==> src/ttq_pkg.sv <==
// Shared widths, reset values and register codes for the touch tap qualifier.
package ttq_pkg;

    // Field widths
    localparam int RAW_W   = 12;
    localparam int TIME_W  = 32;
    localparam int WIN_W   = 16;
    localparam int ORIENT_W = 3;
    localparam int COORD_W = 10;
    localparam int CFG_IDX_W  = 3;
    localparam int CFG_DATA_W = 16;

    // Packed stream widths (padded to whole bytes)
    localparam int IN_DATA_W  = 72;
    localparam int OUT_DATA_W = 24;

    // Default screen geometry
    localparam int SCREEN_WIDTH_DEF  = 320;
    localparam int SCREEN_HEIGHT_DEF = 240;

    // Register reset values
    localparam logic [RAW_W-1:0]    RAW_MIN_RST   = 12'd200;
    localparam logic [RAW_W-1:0]    RAW_MAX_RST   = 12'd3900;
    localparam logic [RAW_W-1:0]    PRESSURE_RST  = 12'd200;
    localparam logic [WIN_W-1:0]    DEBOUNCE_RST  = 16'd180;
    localparam logic [ORIENT_W-1:0] ORIENT_RST    = 3'd0;

    // Orientation bits
    localparam int ORIENT_SWAP = 0;
    localparam int ORIENT_INVX = 1;
    localparam int ORIENT_INVY = 2;

    // Configuration register indexes
    typedef enum logic [CFG_IDX_W-1:0] {
        CFG_RAW_MIN_X    = 3'd0,
        CFG_RAW_MAX_X    = 3'd1,
        CFG_RAW_MIN_Y    = 3'd2,
        CFG_RAW_MAX_Y    = 3'd3,
        CFG_PRESSURE     = 3'd4,
        CFG_DEBOUNCE     = 3'd5,
        CFG_ORIENTATION  = 3'd6
    } cfg_index_t;

endpackage

==> src/touch_tap_qualifier_top.sv <==
// Touch tap qualifier: press detection, debounce and serial calibration map.
//
//  Channel  Direction  Handshake                   Content
//  s_axis   in         s_axis_tvalid/tready        one touch sample
//  m_axis   out        m_axis_tvalid/tready        one qualified tap (screen x, y)
//  cfg      in         cfg_valid/cfg_ready         register index and write data
//
//  A sample that yields no tap leaves the block idle. A sample that yields a tap keeps
//  s_axis_tready low after its transaction: per axis a multiply state, 22 restoring
//  divide steps on the single shared subtract/compare unit and a finishing state, then
//  a load into the output register. The load waits while the output register still
//  holds an untaken tap; a next sample is accepted once the load is done. rst_n resets
//  all state asynchronously; cfg_ready is always high.
module touch_tap_qualifier_top #(
    parameter int SCREEN_WIDTH  = ttq_pkg::SCREEN_WIDTH_DEF,
    parameter int SCREEN_HEIGHT = ttq_pkg::SCREEN_HEIGHT_DEF
) (
    input  logic                             clk,
    input  logic                             rst_n,
    // Input samples
    input  logic                             s_axis_tvalid,
    output logic                             s_axis_tready,
    // tdata: raw_x[11:0], raw_y[23:12], raw_pressure[35:24], now_ms[67:36], zeros
    input  logic [ttq_pkg::IN_DATA_W-1:0]    s_axis_tdata,
    // tuser: pen_down[0]
    input  logic                             s_axis_tuser,
    // Output taps
    output logic                             m_axis_tvalid,
    input  logic                             m_axis_tready,
    // tdata: tap_x[9:0], tap_y[19:10], zeros
    output logic [ttq_pkg::OUT_DATA_W-1:0]   m_axis_tdata,
    // Configuration writes
    input  logic                             cfg_valid,
    output logic                             cfg_ready,
    input  logic [ttq_pkg::CFG_IDX_W-1:0]    cfg_index,
    input  logic [ttq_pkg::CFG_DATA_W-1:0]   cfg_data
);

    localparam int RAW_W   = ttq_pkg::RAW_W;
    localparam int COORD_W = ttq_pkg::COORD_W;
    localparam int TIME_W  = ttq_pkg::TIME_W;
    localparam int WIN_W   = ttq_pkg::WIN_W;
    localparam int ORIENT_W = ttq_pkg::ORIENT_W;
    localparam int PROD_W  = RAW_W + COORD_W;
    localparam int CNT_W   = $clog2(PROD_W);
    localparam int VAL_W   = PROD_W + 2;
    localparam logic [COORD_W-1:0] X_LAST = COORD_W'(SCREEN_WIDTH - 1);
    localparam logic [COORD_W-1:0] Y_LAST = COORD_W'(SCREEN_HEIGHT - 1);
    localparam logic [CNT_W-1:0]   CNT_TOP = CNT_W'(PROD_W - 1);

    typedef enum logic [2:0] {
        S_IDLE,
        S_MUL,
        S_DIV,
        S_FIN,
        S_LOAD
    } state_t;

    // Unpack the sample
    logic [RAW_W-1:0]  in_raw_x;
    logic [RAW_W-1:0]  in_raw_y;
    logic [RAW_W-1:0]  in_pressure;
    logic [TIME_W-1:0] in_now;

    assign in_raw_x    = s_axis_tdata[11:0];
    assign in_raw_y    = s_axis_tdata[23:12];
    assign in_pressure = s_axis_tdata[35:24];
    assign in_now      = s_axis_tdata[67:36];

    // Registers
    state_t               state_reg, state_next;
    logic [RAW_W-1:0]     min_x_reg, min_x_next;
    logic [RAW_W-1:0]     max_x_reg, max_x_next;
    logic [RAW_W-1:0]     min_y_reg, min_y_next;
    logic [RAW_W-1:0]     max_y_reg, max_y_next;
    logic [RAW_W-1:0]     thresh_reg, thresh_next;
    logic [WIN_W-1:0]     window_reg, window_next;
    logic [ORIENT_W-1:0]  orient_reg, orient_next;
    logic                 held_reg, held_next;
    logic                 seen_reg, seen_next;
    logic [TIME_W-1:0]    last_reg, last_next;
    logic [RAW_W-1:0]     ax_reg, ax_next;
    logic [RAW_W-1:0]     ay_reg, ay_next;
    logic                 axis_reg, axis_next;
    logic                 neg_reg, neg_next;
    logic                 span_ok_reg, span_ok_next;
    logic [RAW_W-1:0]     divisor_reg, divisor_next;
    logic [RAW_W-1:0]     rem_reg, rem_next;
    logic [PROD_W-1:0]    quot_reg, quot_next;
    logic [CNT_W-1:0]     cnt_reg, cnt_next;
    logic [COORD_W-1:0]   tx_reg, tx_next;
    logic [COORD_W-1:0]   ty_reg, ty_next;
    logic                 out_valid_reg, out_valid_next;
    logic [COORD_W-1:0]   out_x_reg, out_x_next;
    logic [COORD_W-1:0]   out_y_reg, out_y_next;

    // Per-axis operand selection
    logic [RAW_W-1:0]     sel_raw;
    logic [RAW_W-1:0]     sel_min;
    logic [RAW_W-1:0]     sel_max;
    logic [COORD_W-1:0]   sel_last;
    logic                 sel_invert;

    // Working values
    logic                 pressed;
    logic [TIME_W-1:0]    elapsed;
    logic                 in_window;
    logic signed [RAW_W:0] diff;
    logic [RAW_W-1:0]     diff_mag;
    logic [RAW_W:0]       partial;
    logic [RAW_W:0]       trial;
    logic                 fits;
    logic signed [VAL_W-1:0] val_q;
    logic signed [VAL_W-1:0] val_s;
    logic signed [VAL_W-1:0] val_i;
    logic signed [VAL_W-1:0] val_last;
    logic [COORD_W-1:0]   val_clamped;
    logic                 out_free;

    assign s_axis_tready = (state_reg == S_IDLE);
    assign cfg_ready     = 1'b1;
    assign m_axis_tvalid = out_valid_reg;
    assign m_axis_tdata  = {{(ttq_pkg::OUT_DATA_W - 2*COORD_W){1'b0}}, out_y_reg, out_x_reg};

    // Select calibration for the axis in work
    always_comb
    begin
        if (axis_reg == 1'b0)
        begin
            sel_raw    = ax_reg;
            sel_min    = min_x_reg;
            sel_max    = max_x_reg;
            sel_last   = X_LAST;
            sel_invert = orient_reg[ttq_pkg::ORIENT_INVX];
        end
        else
        begin
            sel_raw    = ay_reg;
            sel_min    = min_y_reg;
            sel_max    = max_y_reg;
            sel_last   = Y_LAST;
            sel_invert = orient_reg[ttq_pkg::ORIENT_INVY];
        end
    end

    // Press and debounce qualification
    assign pressed   = s_axis_tuser && (in_pressure >= thresh_reg);
    assign elapsed   = in_now - last_reg;
    assign in_window = seen_reg && (elapsed < {{(TIME_W - WIN_W){1'b0}}, window_reg});

    // Offset from the calibration minimum, as sign and magnitude
    assign diff     = $signed({1'b0, sel_raw}) - $signed({1'b0, sel_min});
    assign diff_mag = diff[RAW_W] ? RAW_W'(-diff) : diff[RAW_W-1:0];

    // Shared restoring divide step
    assign partial = {rem_reg, quot_reg[PROD_W-1]};
    assign trial   = partial - {1'b0, divisor_reg};
    assign fits    = (partial >= {1'b0, divisor_reg});

    // Sign, invert and clamp of the quotient
    assign val_q    = $signed({2'b00, quot_reg});
    assign val_last = $signed({{(VAL_W - COORD_W){1'b0}}, sel_last});
    always_comb
    begin
        if (!span_ok_reg)
            val_s = '0;
        else if (neg_reg)
            val_s = -val_q;
        else
            val_s = val_q;
        val_i = sel_invert ? (val_last - val_s) : val_s;
        if (val_i < 0)
            val_clamped = '0;
        else if (val_i > val_last)
            val_clamped = sel_last;
        else
            val_clamped = val_i[COORD_W-1:0];
    end

    assign out_free = !out_valid_reg || m_axis_tready;

    // Sequencer and register next values
    always_comb
    begin
        state_next     = state_reg;
        min_x_next     = min_x_reg;
        max_x_next     = max_x_reg;
        min_y_next     = min_y_reg;
        max_y_next     = max_y_reg;
        thresh_next    = thresh_reg;
        window_next    = window_reg;
        orient_next    = orient_reg;
        held_next      = held_reg;
        seen_next      = seen_reg;
        last_next      = last_reg;
        ax_next        = ax_reg;
        ay_next        = ay_reg;
        axis_next      = axis_reg;
        neg_next       = neg_reg;
        span_ok_next   = span_ok_reg;
        divisor_next   = divisor_reg;
        rem_next       = rem_reg;
        quot_next      = quot_reg;
        cnt_next       = cnt_reg;
        tx_next        = tx_reg;
        ty_next        = ty_reg;
        out_valid_next = out_valid_reg;
        out_x_next     = out_x_reg;
        out_y_next     = out_y_reg;

        // Drop the output transaction once taken
        if (out_valid_reg && m_axis_tready)
            out_valid_next = 1'b0;

        // Register writes
        if (cfg_valid)
        begin
            case (cfg_index)
                ttq_pkg::CFG_RAW_MIN_X:   min_x_next  = cfg_data[RAW_W-1:0];
                ttq_pkg::CFG_RAW_MAX_X:   max_x_next  = cfg_data[RAW_W-1:0];
                ttq_pkg::CFG_RAW_MIN_Y:   min_y_next  = cfg_data[RAW_W-1:0];
                ttq_pkg::CFG_RAW_MAX_Y:   max_y_next  = cfg_data[RAW_W-1:0];
                ttq_pkg::CFG_PRESSURE:    thresh_next = cfg_data[RAW_W-1:0];
                ttq_pkg::CFG_DEBOUNCE:    window_next = cfg_data[WIN_W-1:0];
                ttq_pkg::CFG_ORIENTATION: orient_next = cfg_data[ORIENT_W-1:0];
                default: ;
            endcase
        end

        case (state_reg)
            S_IDLE:
            begin
                if (s_axis_tvalid)
                begin
                    if (!pressed)
                        held_next = 1'b0;
                    else if (!held_reg)
                    begin
                        held_next = 1'b1;
                        if (!in_window)
                        begin
                            seen_next  = 1'b1;
                            last_next  = in_now;
                            axis_next  = 1'b0;
                            state_next = S_MUL;
                            if (orient_reg[ttq_pkg::ORIENT_SWAP])
                            begin
                                ax_next = in_raw_y;
                                ay_next = in_raw_x;
                            end
                            else
                            begin
                                ax_next = in_raw_x;
                                ay_next = in_raw_y;
                            end
                        end
                    end
                end
            end

            // Scale the offset and set up the divide
            S_MUL:
            begin
                neg_next     = diff[RAW_W];
                span_ok_next = (sel_max > sel_min);
                divisor_next = sel_max - sel_min;
                quot_next    = PROD_W'(diff_mag) * PROD_W'(sel_last);
                rem_next     = '0;
                cnt_next     = CNT_TOP;
                state_next   = S_DIV;
            end

            // One quotient bit per cycle
            S_DIV:
            begin
                rem_next  = fits ? trial[RAW_W-1:0] : partial[RAW_W-1:0];
                quot_next = {quot_reg[PROD_W-2:0], fits};
                cnt_next  = cnt_reg - 1'b1;
                if (cnt_reg == '0)
                    state_next = S_FIN;
            end

            // Finish the axis, then advance to the next axis or, after y, to the load
            S_FIN:
            begin
                if (axis_reg == 1'b0)
                begin
                    tx_next    = val_clamped;
                    axis_next  = 1'b1;
                    state_next = S_MUL;
                end
                else
                begin
                    ty_next    = val_clamped;
                    state_next = S_LOAD;
                end
            end

            // Hold the tap until the output register is free
            S_LOAD:
            begin
                if (out_free)
                begin
                    out_valid_next = 1'b1;
                    out_x_next     = tx_reg;
                    out_y_next     = ty_reg;
                    state_next     = S_IDLE;
                end
            end

            default: state_next = S_IDLE;
        endcase
    end

    // State and registered outputs
    always_ff @(posedge clk or negedge rst_n)
    begin
        if (!rst_n)
        begin
            state_reg     <= S_IDLE;
            min_x_reg     <= ttq_pkg::RAW_MIN_RST;
            max_x_reg     <= ttq_pkg::RAW_MAX_RST;
            min_y_reg     <= ttq_pkg::RAW_MIN_RST;
            max_y_reg     <= ttq_pkg::RAW_MAX_RST;
            thresh_reg    <= ttq_pkg::PRESSURE_RST;
            window_reg    <= ttq_pkg::DEBOUNCE_RST;
            orient_reg    <= ttq_pkg::ORIENT_RST;
            held_reg      <= 1'b0;
            seen_reg      <= 1'b0;
            last_reg      <= '0;
            ax_reg        <= '0;
            ay_reg        <= '0;
            axis_reg      <= 1'b0;
            neg_reg       <= 1'b0;
            span_ok_reg   <= 1'b0;
            divisor_reg   <= '0;
            rem_reg       <= '0;
            quot_reg      <= '0;
            cnt_reg       <= '0;
            tx_reg        <= '0;
            ty_reg        <= '0;
            out_valid_reg <= 1'b0;
            out_x_reg     <= '0;
            out_y_reg     <= '0;
        end
        else
        begin
            state_reg     <= state_next;
            min_x_reg     <= min_x_next;
            max_x_reg     <= max_x_next;
            min_y_reg     <= min_y_next;
            max_y_reg     <= max_y_next;
            thresh_reg    <= thresh_next;
            window_reg    <= window_next;
            orient_reg    <= orient_next;
            held_reg      <= held_next;
            seen_reg      <= seen_next;
            last_reg      <= last_next;
            ax_reg        <= ax_next;
            ay_reg        <= ay_next;
            axis_reg      <= axis_next;
            neg_reg       <= neg_next;
            span_ok_reg   <= span_ok_next;
            divisor_reg   <= divisor_next;
            rem_reg       <= rem_next;
            quot_reg      <= quot_next;
            cnt_reg       <= cnt_next;
            tx_reg        <= tx_next;
            ty_reg        <= ty_next;
            out_valid_reg <= out_valid_next;
            out_x_reg     <= out_x_next;
            out_y_reg     <= out_y_next;
        end
    end

endmodule

==> config.mk <==
export PLATFORM = sky130hd
export DESIGN_NAME = touch_tap_qualifier_top
export DESIGN_NICKNAME = d
export VERILOG_FILES = /design/src/ttq_pkg.sv /design/src/touch_tap_qualifier_top.sv
export SDC_FILE = /design/constraint.sdc
export NUM_CORES = 1
export LEC_CHECK = 0
export ABC_AREA = 1
export BUFFER_PORTS_ARGS = -buffer_cell sky130_fd_sc_hd__buf_4
export CORE_MARGIN = 1
export CORE_UTILIZATION = 57
export DETAILED_ROUTE_END_ITERATION = 6
export PLACE_DENSITY = 0.79
export RECOVER_POWER = 25
export SKIP_CTS_REPAIR_TIMING = 1
export SYNTH_ARGS = -nofsm -noshare
export SYNTH_HDL_FRONTEND = slang
export SYNTH_SLANG_ARGS = --single-unit
==> constraint.sdc <==
create_clock -name clk -period 11.3 [get_ports clk]
set_input_delay 0 -clock clk [delete_from_list [all_inputs] [get_ports clk]]
set_output_delay 0 -clock clk [all_outputs]
set_load 0.02 [all_outputs]
==> impl_metrics.ini, run 1 <==
[run_status]
status = complete, but fails checks
violations = hold timing, capacitance limit, slew limit

[detailed_routing]
wl_um = 47200
routed-wl-met3_um = 2260
drc_errors = 0
route.antenna.remaining_nets = 0
avgViaCountPerCell = 5.40
drt_pass1_iterations = 5
met1_length_um = 20500
wire_per_inst_um = 14.8
num_vias = 17200
route.met2.wl_um = 23300
drt_iter0_markers = 999
dr.max_layer_used = met4

[final_layout]
layout_common_cells = nand2_1 (702), inv_1 (366), dfrtp_1 (205)
antenna_cells = 0
area_delta_synth_final_pct = 15.3
final_common_cell = nand2_1
finalNonFillerCells = 3186
largest_reg_flops = 32
layout.nets = 3042
num-fill-cells = 2663
layout-drive-gt1-share_pct = 9.69

[floorplan]
ios = 124
die_h_um = 184
die_w_um = 184
die-area_mm2 = 0.0340
placeableCoreArea_mm2 = 0.0326
start_util_pct = 58.2
rows = 66

[worst_setup_path]
crit_path_start_kind = flop
required_ns = 11.73
crit_path_frequent_cell = nand2_1
critical_path.max_stage_delay_ns = 0.77
worstRegToRegCells = 38
r2r_slack_ns = 2.02
critPathMaxFanout = 23
critPathSlowestCell = a21oi_1
rr_endpoint = quot_reg[19]
reg2reg_from = axis_reg
arrival_ns = 9.71
cp-startpoint = axis_reg
crit_type = reg -> reg
crit_path_end = quot_reg[19]
cp-end-kind = flop

[cts]
root_buffer = clkbuf_16
clk_path_buf_depth = 3
cts_made_buffers = 27
cts_sinks = 235
cts_tree = yes
clock_latency_ns = 0.55
h-tree-depth = 1
cts.clk_slew.worst_paths_ns = 0.06

[sta]
tns_ns = 0
finalSetupViolCount = 0
timing.final.ws_setup_ns = 2.02
slew_viol_final = 120
rsz0062_at_grt = false
finalHoldViolCount = 1
holdWs_ns = -0.00117
fin_skew_ns = 0.0144
period_share_pct = 82.1
worst_pin_slew_ns = 6.30
slew_headroom_pct = -320
max_freq_ghz = 0.108
period_needed_ns = 9.28

[synthesis]
ys_ff_latch = 235
syn-cell-area_mm2 = 0.0190
yosysWarnings = 0
synth_edf_count = 0
ys.flop_type = dfrtp_1
synthCells = 2562
post_synth_num_cell_types = 58
ys_seq_area_share_pct = 31.2
async_flop_share_pct = 100
synth.avg_cell_area_um2 = 7.41

[hold_path]
hp-class = in -> reg

[global_route]
grt_max_degree = 120
track_usage_pct = 27.1
grt_pass1_vias = 16200
antenna_found_initial = 0
overflow = 0
grt_pass1_wl_um = 75500

[place]
pre_cts_ws_ns = 2.09
dpl.cell_count = 3047
port_buffers = 114
hpwl_um = 34700
place_congestion = 0.928

[flow_run]
cap_violations = 1
synthesized netlist by cell type, drive strengths merged (4+ instances only):
library cell	number	area, um^2
nand2	715	2720
inv	368	1380
dfrtp	206	5150
o21ai	186	946
nand3	173	881
nor2	169	662
ha	161	2010
a21oi	120	616
fa	60	1200
clkbuf	54	203
xor2	42	375
buf	32	190
dfstp	29	762
nand4	28	175
xnor2	27	236
o221ai	22	193
or2	21	131
nor3	20	110
mux2	19	214
mux2i	12	120
o21bai	10	75.1
a211oi	8	65.1
a21o	8	60.1
a31oi	8	50.1
o22ai	8	50.1
clkinv	7	27.5
nand3b	7	52.6
nor4	7	43.8
o31ai	6	45.0
a21boi	5	37.5
o21a	5	37.5
a32o	4	40.0
how the worst min path moves through the flow:
stage,start,endpoint,slack (ns),depth (start not counted)
after global routing,cfg_index[0],orient_reg[1],0.03,4
after global placement,rst_n,quot_reg[15],0.11,1
after floorplan,rst_n,ax_reg[0],-0.30,0
after CTS,rst_n,quot_reg[18],-0.46,1
final,cfg_index[0],orient_reg[1],-0.001,4
after detailed placement,rst_n,quot_reg[18],0.12,1
metrics by stage:
| step | cell area [um^2] | util [%] |
|---|---|---|
| 2_1_floorplan | 19000 | - |
| 4_1_cts | 21000 | 64.4 |
| 5_1_grt | 21900 | 67.1 |
| 3_5_place_dp | 20100 | 61.7 |
| 3_3_place_gp | 20100 | 61.7 |
| 6_report | 21900 | 67.1 |
routing by layer:
| metal | vias up | global-route usage [%] |
|---|---|---|
| met5 | - | 0 |
| met4 | 0 | 7.90 |
| met3 | 106 | 3.08 |
| met2 | 465 | 47.8 |
| met1 | 8047 | 35.0 |
| li1 | 8600 | - |
worst max-delay path, delay by kind of cell (launching register included):
kind	cells	cell delay, ns
compound gates	14	3.40
xor+xnor	1	0.60
fa+ha+maj	6	2.77
flops	1	0.62
simple gates	12	1.03
buf+inv	5	0.73
cell families (layout without fill, tap and decap cells):
kind of cell / count (synthesis) / count (layout) / share of synthesized area (%)
xor+xnor: 69 / 69 / 3.22
mux: 31 / 31 / 1.76
compound gates: 397 / 397 / 12.0
fa+ha+maj: 221 / 221 / 16.9
simple gates: 1146 / 1146 / 25.4
other cells: 2 / 5 / 0.0396
flops: 235 / 235 / 31.2
buf+inv: 461 / 640 / 9.49
layout make-up:
cell class                      instances  area (um^2)  share of cell area [%]
Clock buffer                           33          728                    3.33
Clock inverter                         16          160                   0.732
Inverter                              375         1410                    6.44
Multi-Input combinational cell       1869        11300                    51.5
Sequential cell                       235         5920                    27.0
Tap cell                              442          553                    2.53
Timing Repair Buffer                  216         1840                    8.40
Power of run 1 is left out: the tool's default activity adds up to more than one toggle a clock period on the data nets, which glitch-free logic cannot reach.
==> inputs of run 2 (changes only) <==
- clock period: 11.3 -> 9 ns (I/O delays scaled with it)
==> impl_metrics.ini, run 2 (synthesis results as in run 1) <==
[sta]
finalHoldViolCount = 0
max_freq_ghz = 0.123
slew_headroom_pct = -288
period_needed_ns = 8.15
tns_ns = 0
fin_skew_ns = 0.0216
holdWs_ns = 0.0295
slew_viol_final = 110
worst_pin_slew_ns = 5.83
timing.final.ws_setup_ns = 0.852
rsz0062_at_grt = false
finalSetupViolCount = 0
period_share_pct = 90.5

[worst_setup_path]
required_ns = 9.38
arrival_ns = 8.53
crit_path_start_kind = flop
cp-end-kind = flop
critPathMaxFanout = 43
critical_path.max_stage_delay_ns = 0.61
crit_buf_inv = 6
crit_family = adder cells
crit_path_frequent_cell = nand2_1
crit_type = reg -> reg
critPathSlowestCell = fa_1

[global_route]
grt_max_degree = 110
track_usage_pct = 27.2
grt_pass1_wl_um = 76100
grt_pass1_vias = 16300
overflow = 0
antenna_found_initial = 0

[cts]
root_buffer = clkbuf_16
cts_sinks = 235
clk_path_buf_depth = 3
clock_latency_ns = 0.55
cts_tree = yes
h-tree-depth = 1
cts.clk_slew.worst_paths_ns = 0.06
cts_made_buffers = 26

[final_layout]
layout.nets = 3044
num-fill-cells = 2619
largest_reg_flops = 32
layout-drive-gt1-share_pct = 10.2
area_delta_synth_final_pct = 16.1
antenna_cells = 0
finalNonFillerCells = 3188
layout_common_cells = nand2_1 (702), inv_1 (366), dfrtp_1 (205)
final_common_cell = nand2_1

[detailed_routing]
drt_pass1_iterations = 5
drc_errors = 0
wl_um = 47100
avgViaCountPerCell = 5.39
num_vias = 17200
wire_per_inst_um = 14.8
drt_iter0_markers = 997
route.antenna.remaining_nets = 0

[run_status]
violations = capacitance limit, slew limit
status = complete, but fails checks

[floorplan]
ios = 124
die_w_um = 184
die-area_mm2 = 0.0340
start_util_pct = 58.2
rows = 66
placeableCoreArea_mm2 = 0.0326
die_h_um = 184

[place]
pre_cts_ws_ns = 0.554
dpl.cell_count = 3051
port_buffers = 114
hpwl_um = 35000
place_congestion = 0.947

[hold_path]
hp-class = in -> reg

[flow_run]
cap_violations = 1
-- run 2: cell count changes in the layout (fill, tap and decap cells not counted), sizes merged --
| cell | before | now |
|---|---|---|
| clkinv | 16 | 11 |
| dlygate4sd3 | 90 | 89 |
| buf | 124 | 127 |
| clkinvlp | 3 | 1 |
| clkbuf | 35 | 37 |
| bufinv | 2 | 6 |
| inv | 370 | 371 |
-- run 2: tightest hold or removal path: stages --
cell and delay (ns):
buf_4 0.10, nor2_1 0.05, nand2_1 0.25, o21ai_0 0.12
-- run 2: final timing paths --
path / start / end / cells past startpoint / slack [ns]
worst max-delay path: axis_reg / quot_reg[18] / 37 / 0.85
worst min-delay path: cfg_index[0] / orient_reg[2] / 4 / 0.03
worst max register to register: axis_reg / quot_reg[18] / 37 / 0.85
worst min register to register: ax_reg[0] / ax_reg[0] / 2 / 0.47
max in group asynchronous: rst_n / min_x_reg[11] / 2 / 3.55
min in group asynchronous: rst_n / quot_reg[15] / 2 / 2.16
-- run 2: area by class of cell --
class	count	area [um^2]	share of cell area [%]
inverters	375	1410	6.39
clock buffers	34	731	3.32
multi-input cells	1869	11300	51.3
well taps	442	553	2.51
flip-flops and latches	235	5920	26.9
clock inverters	14	251	1.14
repair buffers	219	1880	8.51
-- run 2: metrics by stage --
stage | util (%) | area, um^2
finish | 67.6 | 22000
global route | 67.6 | 22000
CTS | 64.8 | 21100
detailed placement | 61.8 | 20200
global placement | 61.8 | 20200
floorplan | - | 19000
-- run 2: layer usage --
layer	vias to the layer above	track usage (%)	part of all wire [%]	routed length [um]
li1	8597	-	-	-
met1	8093	35.4	44	20900
met2	409	48.1	49	23200
met3	91	2.71	3.6	1690
met4	0	7.27	2.8	1320
met5	-	0	0	0
Power of run 2 is left out for the same reason.
